$ cat src/hdl/smseq_pkg.sv
package smseq_pkg;

    localparam int TABLE_LEN   = 16;
    localparam int PERIOD_BITS = 24;
    localparam int IDX_W       = $clog2(TABLE_LEN);

    localparam int NUM_W     = 24;
    localparam int DEN_W     = 12;
    localparam int DIV_CNT_W = $clog2(NUM_W);

    localparam logic [31:0] PERIOD_MAX = 32'((64'd1 << PERIOD_BITS) - 64'd1);

    localparam logic [1:0] CFG_TICK_RATE    = 2'd0;
    localparam logic [1:0] CFG_BASE_RATE    = 2'd1;
    localparam logic [1:0] CFG_RATE_STEP    = 2'd2;
    localparam logic [1:0] CFG_SPEED_LEVELS = 2'd3;

    localparam logic MODE_TICK = 1'b0;
    localparam logic MODE_KEY  = 1'b1;

    localparam logic [2:0] KEY_RUN     = 3'd0;
    localparam logic [2:0] KEY_FULL    = 3'd1;
    localparam logic [2:0] KEY_HALF    = 3'd2;
    localparam logic [2:0] KEY_QUARTER = 3'd3;
    localparam logic [2:0] KEY_REVERSE = 3'd4;
    localparam logic [2:0] KEY_FASTER  = 3'd5;
    localparam logic [2:0] KEY_SLOWER  = 3'd6;

    localparam logic [1:0] KIND_FULL    = 2'd0;
    localparam logic [1:0] KIND_HALF    = 2'd1;
    localparam logic [1:0] KIND_QUARTER = 2'd2;

    localparam logic [7:0] TAB_FULL [16] = '{
        8'h61, 8'h41, 8'h01, 8'h21, 8'h61, 8'h41, 8'h01, 8'h21,
        8'h61, 8'h41, 8'h01, 8'h21, 8'h61, 8'h41, 8'h01, 8'h21};
    localparam logic [7:0] TAB_HALF [16] = '{
        8'h6B, 8'h67, 8'h4B, 8'h59, 8'h0B, 8'h07, 8'h2B, 8'h39,
        8'h6B, 8'h67, 8'h4B, 8'h59, 8'h0B, 8'h07, 8'h2B, 8'h39};
    localparam logic [7:0] TAB_QUARTER [16] = '{
        8'h71, 8'h6B, 8'h65, 8'h67, 8'h45, 8'h4B, 8'h51, 8'h59,
        8'h11, 8'h0B, 8'h05, 8'h07, 8'h25, 8'h2B, 8'h31, 8'h39};

    typedef struct packed {
        logic             start;
        logic [NUM_W-1:0] num;
        logic [DEN_W-1:0] den;
    } t_div_req;

    typedef struct packed {
        logic             busy;
        logic             done;
        logic [NUM_W-1:0] quo;
    } t_div_rsp;

endpackage

$ cat src/hdl/smseq_div.sv
module smseq_div (
    input  logic              i_clk,
    input  logic              i_rst_n,
    input  smseq_pkg::t_div_req i_req,
    output smseq_pkg::t_div_rsp o_rsp
);
    import smseq_pkg::*;

    logic                 r_busy, n_busy;
    logic                 r_done, n_done;
    logic [DIV_CNT_W-1:0] r_cnt, n_cnt;
    logic [DEN_W-1:0]     r_rem, n_rem;
    logic [NUM_W-1:0]     r_quo, n_quo;
    logic [DEN_W-1:0]     r_den, n_den;
    logic [DEN_W:0]       w_shift;
    logic [DEN_W:0]       w_diff;
    logic                 w_fits;

    // restoring step: one quotient bit per cycle, numerator shifts out of r_quo
    assign w_shift = {r_rem, r_quo[NUM_W-1]};
    assign w_diff  = w_shift - {1'b0, r_den};
    assign w_fits  = (w_shift >= {1'b0, r_den});

    always_comb begin
        n_busy = r_busy;
        n_done = 1'b0;
        n_cnt  = r_cnt;
        n_rem  = r_rem;
        n_quo  = r_quo;
        n_den  = r_den;
        if (i_req.start) begin
            n_busy = 1'b1;
            n_cnt  = '0;
            n_rem  = '0;
            n_quo  = i_req.num;
            n_den  = i_req.den;
        end else if (r_busy) begin
            n_rem = w_fits ? w_diff[DEN_W-1:0] : w_shift[DEN_W-1:0];
            n_quo = {r_quo[NUM_W-2:0], w_fits};
            n_cnt = r_cnt + 1'b1;
            if (r_cnt == DIV_CNT_W'(NUM_W - 1)) begin
                n_busy = 1'b0;
                n_done = 1'b1;
            end
        end
    end

    always_ff @(posedge i_clk) begin
        if (!i_rst_n) begin
            r_busy <= 1'b0;
            r_done <= 1'b0;
            r_cnt  <= '0;
        end else begin
            r_busy <= n_busy;
            r_done <= n_done;
            r_cnt  <= n_cnt;
        end
        r_rem <= n_rem;
        r_quo <= n_quo;
        r_den <= n_den;
    end

    assign o_rsp.busy = r_busy;
    assign o_rsp.done = r_done;
    assign o_rsp.quo  = r_quo;

    a_no_restart: assert property (@(posedge i_clk) disable iff (!i_rst_n)
        i_req.start |-> !r_busy)
        else $error("divider started while busy");

    a_done_idle: assert property (@(posedge i_clk) disable iff (!i_rst_n)
        r_done |-> !r_busy)
        else $error("divider done while still busy");

endmodule

$ cat src/hdl/stepper_microstep_sequencer_top.sv
// A key beat or a tick that fires no step goes from S_IDLE to S_OUT, and its result
// is loaded into the output register once that register is free. A tick that fires a step
// first waits in S_DIV for the period division, one quotient bit per cycle over 24 bits.
// One beat in flight; a new beat is taken once the result is in the output register.
// Reset (i_rst_n low, synchronous) restores the register defaults and the idle state.
module stepper_microstep_sequencer_top (
    input  logic        i_clk,
    input  logic        i_rst_n,
    input  logic        i_cfg_we,
    input  logic [1:0]  i_cfg_idx,
    input  logic [23:0] i_cfg_data,
    input  logic        i_valid,
    output logic        o_ready,
    input  logic        i_mode,
    input  logic [2:0]  i_key,
    output logic        o_valid,
    input  logic        i_ready,
    output logic [7:0]  o_coil_pattern,
    output logic        o_step_fired,
    output logic        o_running,
    output logic [1:0]  o_microstep_kind,
    output logic        o_clockwise,
    output logic [6:0]  o_speed_level,
    output logic [11:0] o_step_rate
);
    import smseq_pkg::*;

    localparam logic [1:0] S_IDLE = 2'd0;
    localparam logic [1:0] S_DIV  = 2'd1;
    localparam logic [1:0] S_OUT  = 2'd2;

    logic [1:0]             r_state, n_state;
    logic [23:0]            r_tick_rate;
    logic [7:0]             r_base_rate;
    logic [3:0]             r_rate_step;
    logic [7:0]             r_speed_levels;
    logic [IDX_W-1:0]       r_phase, n_phase;
    logic [1:0]             r_kind, n_kind;
    logic                   r_dir, n_dir;
    logic                   r_run, n_run;
    logic [6:0]             r_speed, n_speed;
    logic [PERIOD_BITS-1:0] r_period, n_period;
    logic [PERIOD_BITS-1:0] r_tick, n_tick;
    logic [7:0]             r_port, n_port;
    logic                   r_fired, n_fired;
    logic                   r_ovalid;

    logic                   w_accept;
    logic                   w_fire;
    logic [11:0]            w_rate;
    logic [7:0]             w_smax;
    logic [7:0]             w_speed_inc;
    logic [3:0]             w_tab_idx;
    logic [31:0]            w_quo32;
    logic                   w_out_free;
    t_div_req               w_req;
    t_div_rsp               w_rsp;

    assign o_ready    = (r_state == S_IDLE);
    assign w_accept   = i_valid && o_ready;
    assign w_out_free = !r_ovalid || i_ready;

    assign w_rate      = 12'(r_base_rate) + 12'(r_rate_step) * 12'(r_speed);
    assign w_smax      = (r_speed_levels == 8'd0) ? 8'd0
                       : (r_speed_levels > 8'd128) ? 8'd127 : r_speed_levels - 8'd1;
    assign w_speed_inc = {1'b0, r_speed} + 8'd1;
    assign w_tab_idx   = 4'(r_phase);
    assign w_quo32     = 32'(w_rsp.quo);

    assign w_fire = (i_mode == MODE_TICK) && r_run
                 && ({1'b0, r_tick} + 1'b1 >= {1'b0, r_period});

    assign w_req.start = w_accept && w_fire;
    assign w_req.num   = r_tick_rate;
    assign w_req.den   = w_rate;

    smseq_div u_div (
        .i_clk   (i_clk),
        .i_rst_n (i_rst_n),
        .i_req   (w_req),
        .o_rsp   (w_rsp)
    );

    always_comb begin
        n_state  = r_state;
        n_phase  = r_phase;
        n_kind   = r_kind;
        n_dir    = r_dir;
        n_run    = r_run;
        n_speed  = r_speed;
        n_period = r_period;
        n_tick   = r_tick;
        n_port   = r_port;
        n_fired  = r_fired;
        unique case (r_state)
            S_IDLE: begin
                if (w_accept) begin
                    n_fired = w_fire;
                    n_state = w_fire ? S_DIV : S_OUT;
                    if (i_mode == MODE_TICK) begin
                        if (w_fire) begin
                            n_tick = '0;
                            unique case (r_kind)
                                KIND_FULL:    n_port = TAB_FULL[w_tab_idx];
                                KIND_HALF:    n_port = TAB_HALF[w_tab_idx];
                                KIND_QUARTER: n_port = TAB_QUARTER[w_tab_idx];
                                default:      n_port = r_port;
                            endcase
                            if (r_dir) begin
                                n_phase = (r_phase == '0) ? IDX_W'(TABLE_LEN - 1)
                                                          : r_phase - 1'b1;
                            end else begin
                                n_phase = (r_phase == IDX_W'(TABLE_LEN - 1)) ? '0
                                                                             : r_phase + 1'b1;
                            end
                        end else if (r_run) begin
                            n_tick = r_tick + 1'b1;
                        end
                    end else begin
                        unique case (i_key)
                            KEY_RUN: begin
                                n_run = !r_run;
                                if (!r_run) begin
                                    n_port  = r_port | 8'h01;
                                    n_speed = '0;
                                end else begin
                                    n_port = r_port & 8'hFE;
                                end
                            end
                            KEY_FULL, KEY_HALF, KEY_QUARTER: begin
                                if (!r_run) n_kind = 2'(i_key - KEY_FULL);
                            end
                            KEY_REVERSE: n_dir = !r_dir;
                            KEY_FASTER: begin
                                if (r_run) begin
                                    n_speed = (w_speed_inc > w_smax) ? 7'(w_smax)
                                                                     : 7'(w_speed_inc);
                                end
                            end
                            KEY_SLOWER: begin
                                if (r_run && r_speed != '0) n_speed = r_speed - 1'b1;
                            end
                            default: ;
                        endcase
                    end
                end
            end
            S_DIV: begin
                if (w_rsp.done) begin
                    // zero divisor and oversized quotients clamp to the longest period
                    if (w_rate == '0) begin
                        n_period = PERIOD_BITS'(PERIOD_MAX);
                    end else begin
                        n_period = PERIOD_BITS'((w_quo32 > PERIOD_MAX) ? PERIOD_MAX
                                                                        : w_quo32);
                    end
                    n_state = S_OUT;
                end
            end
            S_OUT: begin
                if (w_out_free) n_state = S_IDLE;
            end
            default: n_state = S_IDLE;
        endcase
    end

    always_ff @(posedge i_clk) begin
        if (!i_rst_n) begin
            r_state        <= S_IDLE;
            r_tick_rate    <= 24'd1000000;
            r_base_rate    <= 8'd24;
            r_rate_step    <= 4'd3;
            r_speed_levels <= 8'd100;
            r_phase        <= IDX_W'(TABLE_LEN - 1);
            r_kind         <= KIND_FULL;
            r_dir          <= 1'b1;
            r_run          <= 1'b0;
            r_speed        <= '0;
            r_period       <= PERIOD_BITS'(41666);
            r_tick         <= '0;
            r_port         <= '0;
            r_fired        <= 1'b0;
            r_ovalid       <= 1'b0;
        end else begin
            r_state  <= n_state;
            r_phase  <= n_phase;
            r_kind   <= n_kind;
            r_dir    <= n_dir;
            r_run    <= n_run;
            r_speed  <= n_speed;
            r_period <= n_period;
            r_tick   <= n_tick;
            r_port   <= n_port;
            r_fired  <= n_fired;
            if (i_cfg_we) begin
                unique case (i_cfg_idx)
                    CFG_TICK_RATE:    r_tick_rate    <= i_cfg_data;
                    CFG_BASE_RATE:    r_base_rate    <= i_cfg_data[7:0];
                    CFG_RATE_STEP:    r_rate_step    <= i_cfg_data[3:0];
                    CFG_SPEED_LEVELS: r_speed_levels <= i_cfg_data[7:0];
                endcase
            end
            // load the result beat once the output register is free, else drop a taken beat
            if (r_state == S_OUT && w_out_free) begin
                r_ovalid <= 1'b1;
            end else if (i_ready) begin
                r_ovalid <= 1'b0;
            end
        end
    end

    always_ff @(posedge i_clk) begin
        if (r_state == S_OUT && w_out_free) begin
            o_coil_pattern   <= r_port;
            o_step_fired     <= r_fired;
            o_running        <= r_run;
            o_microstep_kind <= r_kind;
            o_clockwise      <= r_dir;
            o_speed_level    <= r_speed;
            o_step_rate      <= r_run ? w_rate : 12'd0;
        end
    end

    assign o_valid = r_ovalid;

    a_div_running: assert property (@(posedge i_clk) disable iff (!i_rst_n)
        (r_state == S_DIV) |-> (w_rsp.busy || w_rsp.done))
        else $error("waiting on a divider that is not running");

    a_fire_running: assert property (@(posedge i_clk) disable iff (!i_rst_n)
        (o_valid && o_step_fired) |-> o_running)
        else $error("step fired while paused");

    a_paused_off: assert property (@(posedge i_clk) disable iff (!i_rst_n)
        (o_valid && !o_running) |-> (!o_coil_pattern[0] && o_step_rate == 12'd0))
        else $error("paused beat shows drive enable or step rate");

    a_accept_busy: assert property (@(posedge i_clk) disable iff (!i_rst_n)
        w_accept |=> !o_ready)
        else $error("second beat taken before result was produced");

endmodule

$ cat config.mk
export PLATFORM = sky130hd
export DESIGN_NAME = stepper_microstep_sequencer_top
export DESIGN_NICKNAME = d
export VERILOG_FILES = /design/src/hdl/smseq_pkg.sv /design/src/hdl/smseq_div.sv /design/src/hdl/stepper_microstep_sequencer_top.sv
export SDC_FILE = /design/constraint.sdc
export NUM_CORES = 1
export LEC_CHECK = 0
export BUFFER_PORTS_ARGS = -buffer_cell sky130_fd_sc_hd__buf_4
export CAP_MARGIN = 20
export CORE_MARGIN = 2
export CORE_UTILIZATION = 62
export CTS_CLUSTER_DIAMETER = 120
export DETAILED_ROUTE_END_ITERATION = 8
export HOLD_SLACK_MARGIN = 0.06
export PLACE_DENSITY = 0.81
export SYNTH_ARGS = -nofsm -noshare
export SYNTH_HDL_FRONTEND = slang
export SYNTH_SLANG_ARGS = --single-unit
$ cat constraint.sdc
create_clock -name i_clk -period 5.7 [get_ports i_clk]
set_input_delay 0.285 -clock i_clk [delete_from_list [all_inputs] [get_ports i_clk]]
set_output_delay 0.285 -clock i_clk [all_outputs]
set_load 0.01 [all_outputs]
==> metrics.yaml <==
drc_errors: 0
drt_iter0_markers: 681
critPathKind: "flip-flop to flip-flop"
clkTransAtPathRegs_ns: 0.06
track_usage: 0.272
busiest_layer: "met2"
first_global_vias: 9317
max_stage_delay_ns: 0.63
diodes: 0
synth_compound_area_frac: 0.158
final_antenna_net_count: 0
antenna_found_initial: 0
synth-adder-area-share: 0.126
synth-edff-count: 67
pwr-share-clk: 0.446
synth_xor_area_frac: 0.0334
die_w_um: 142
min_path_type: "input pin to flip-flop"
p_sw_frac: 0.233
tritoncts: "yes"
vias: 9631
ys_seq_elements: 204
worst_pin_slew_ns: 1.01
synth_ff_type: "dfxtp_1"
clock_latency_ns: 0.51
layout-drive-gt1-share: 0.131
synth_top_area_frac: 0.232
period_minus_slack_ns: 4.92
cp.arrival_ns: 5.31
grtUsageMet3: 0.0373
fillCellCount: 1386
cts_buffer_depth: 3
slew_headroom: 0.328
grt_start_max_net_pins: 60
maxCapViolCount: 0
post_cts_buffers: 0
synthCells: 1287
p_per_area_nw_per_um2: 254
finalNetCount: 1494
path_delay_family: "adder cells"
grt_pass1_wl_mm: 44.9
peakVddDrop_mv: 0.254
setup_violations: 0
synth_area_leaders: "dfxtp_1 23%, edfxtp_1 17%, ha_1 9.4%, nand2_1 4.4%, inv_1 3.5%"
path_common_cell: "fa_1"
required_ns: 6.09
tns_ns: 0
dpl.hpwl_mm: 18.8
fmax_mhz: 203
cp_max_fo: 18
numPortBuffers: 67
synth_area_per_cell_um2: 9.17
ys_seq_area_frac: 0.403
numCtsBuffers: 22
syn-cell-area_um2: 11800
area_delta_synth_final_pct: 14.4
seq_power_share: 0.458
rsz0062_at_grt: "no"
syn_nets: 1429
slowest_stage: "dfxtp_1"
num_rows: 50
htree_levels: 1
synth_top_family_by_area: "simple AND/OR/NAND/NOR gates"
synth-async-reset-ratio: 0
wl_per_cell_um: 16.9
startpoint_type: "flip-flop"
drt-pass1-iter-count: 5
muxShareOfSynthArea: 0.0401
io_pins: 69
core_um2: 18700
cts-root-buf: "clkbuf_16"
outcome: "complete, no violations"
p_int_mw: 2.63
synthSimpleGateAreaFrac: 0.182
die-area_um2: 20200
hold_viol: 0
fin_crit_sh: 0.864
clock-sinks: 204
power_frac_comb: 0.095
yosysWarningCount: 0
path_cells: "and2_1, fa_1, fa_1, inv_1, fa_1, inv_1, ha_1, o21a_1, a211oi_1, o21ai_0, and3_1, o21bai_1, nor4_4, buf_4, a311o_2"
synth_commonest_cells: "139 x nand2_1, 137 x dfxtp_1, 111 x inv_1, 89 x ha_1, 76 x a21oi_1"
yosysMostFrequentCell: "nand2_1"
viasPerCell: 6.01
place.gp.congestion: 0.870
wl_mm: 27.1
clock-skew-final_ns: 0.0110
power_switching_uw: 799
cp-end-kind: "flip-flop"
final_max_slew_viol_count: 0
met1_usage: 0.366
netlist.top_cell.by_area: "dfxtp_1"
worst-path-buf-inv: 3
met2_usage: 0.465
die_h_um: 142
power_mw: 3.43
grt_overflow_total: 0
ys_types: 72
leakagePower_nw: 5.79
initial_core_util: 0.631
## cell families (layout without fill, tap and decap cells)
| family | Yosys count | after routing |
|---|---|---|
| other | 1 | 1 |
| buffers and inverters | 178 | 259 |
| XOR/XNOR | 45 | 45 |
| adder cells (fa/ha/maj) | 108 | 108 |
| flip-flops | 204 | 204 |
| AND/OR/NAND/NOR | 427 | 427 |
| AO/OA/AOI/OAI | 279 | 279 |
| multiplexers | 45 | 45 |
## power by group through the flow
stage	clock [mW]	sequential [mW]	combinational, mW
floorplan	0	1.59	0.216
global route	1.60	1.58	0.362
global placement	0	1.60	0.301
CTS	1.54	1.57	0.325
finish	1.53	1.57	0.328
detailed placement	0	1.60	0.309
## layer usage
layer	part of all wire	up-vias
li1	-	4678
met5	0	-
met4	0.019	0
met2	0.48	323
met3	0.058	52
met1	0.44	4578
## registers in the layout, summed over array words and instances, names as in the netlist, 5 cells and up
signal          flops
o_coil_pattern      7
o_speed_level       7
o_step_rate        12
r_base_rate         8
r_period           24
r_port              7
r_speed             7
r_speed_levels      8
r_tick             24
r_tick_rate        24
u_div.r_cnt         5
u_div.r_den        12
u_div.r_quo        24
u_div.r_rem        12
## cell usage in the layout (no fill, tap or decap), types with 27 or more instances in the layout
| master | instances |
|---|---|
| nand2_1 | 139 |
| dfxtp_1 | 137 |
| inv_1 | 111 |
| ha_1 | 89 |
| buf_4 | 82 |
| a21oi_1 | 76 |
| o21ai_0 | 74 |
| nor2_1 | 69 |
| edfxtp_1 | 67 |
| nor3_1 | 40 |
| and2_1 | 37 |
| nand3_1 | 34 |
| mux2i_1 | 27 |
## area by class of cell
| cell class | count | area, um2 | area share |
|---|---|---|---|
| tap | 234 | 293 | 0.0217 |
| timing repair buffer | 107 | 867 | 0.0642 |
| clock inverter | 9 | 120 | 0.00890 |
| inverter | 112 | 420 | 0.0311 |
| multi-input combinational | 905 | 6380 | 0.473 |
| clock buffer | 31 | 667 | 0.0494 |
| sequential | 204 | 4750 | 0.352 |
## path summary, 6_finish.rpt
check | start | to | slack [ns] | cells past startpoint
setup / recovery | r_speed[3] | r_period[18] | 0.78 | 15
hold / removal | i_cfg_data[3] | r_rate_step[3] | 0.07 | 3
setup reg to reg | r_speed[3] | r_period[18] | 0.78 | 15
hold reg to reg | r_port[1] | o_coil_pattern[1] | 0.43 | 0
## stage by stage
stage | std cells | util | hold slack [ns] | setup slack, ns | cell area [um2]
after CTS | 1601 | 0.721 | 0.0611 | 0.776 | 13500
after global routing | 1602 | 0.722 | 0.0679 | 0.488 | 13500
final | 1602 | 0.722 | 0.0705 | 0.778 | 13500
after global placement | 1537 | 0.666 | 0.407 | 0.928 | 12500
after detailed placement | 1538 | 0.667 | 0.412 | 0.801 | 12500
after floorplan | 1287 | - | 0.381 | 1.04 | 11800
## repair_timing
item,4_1_cts,5_1_grt
hold buffers,23,1
setup endpoints to repair,0,0
hold endpoints to repair,30,1
gates resized for setup,0,0
## worst min-delay path, stage by stage
cell,delay [ns]
buf_4,0.12
mux2i_1,0.07
nor2_1,0.07
Note: power is estimated with default switching activity, not from simulation.
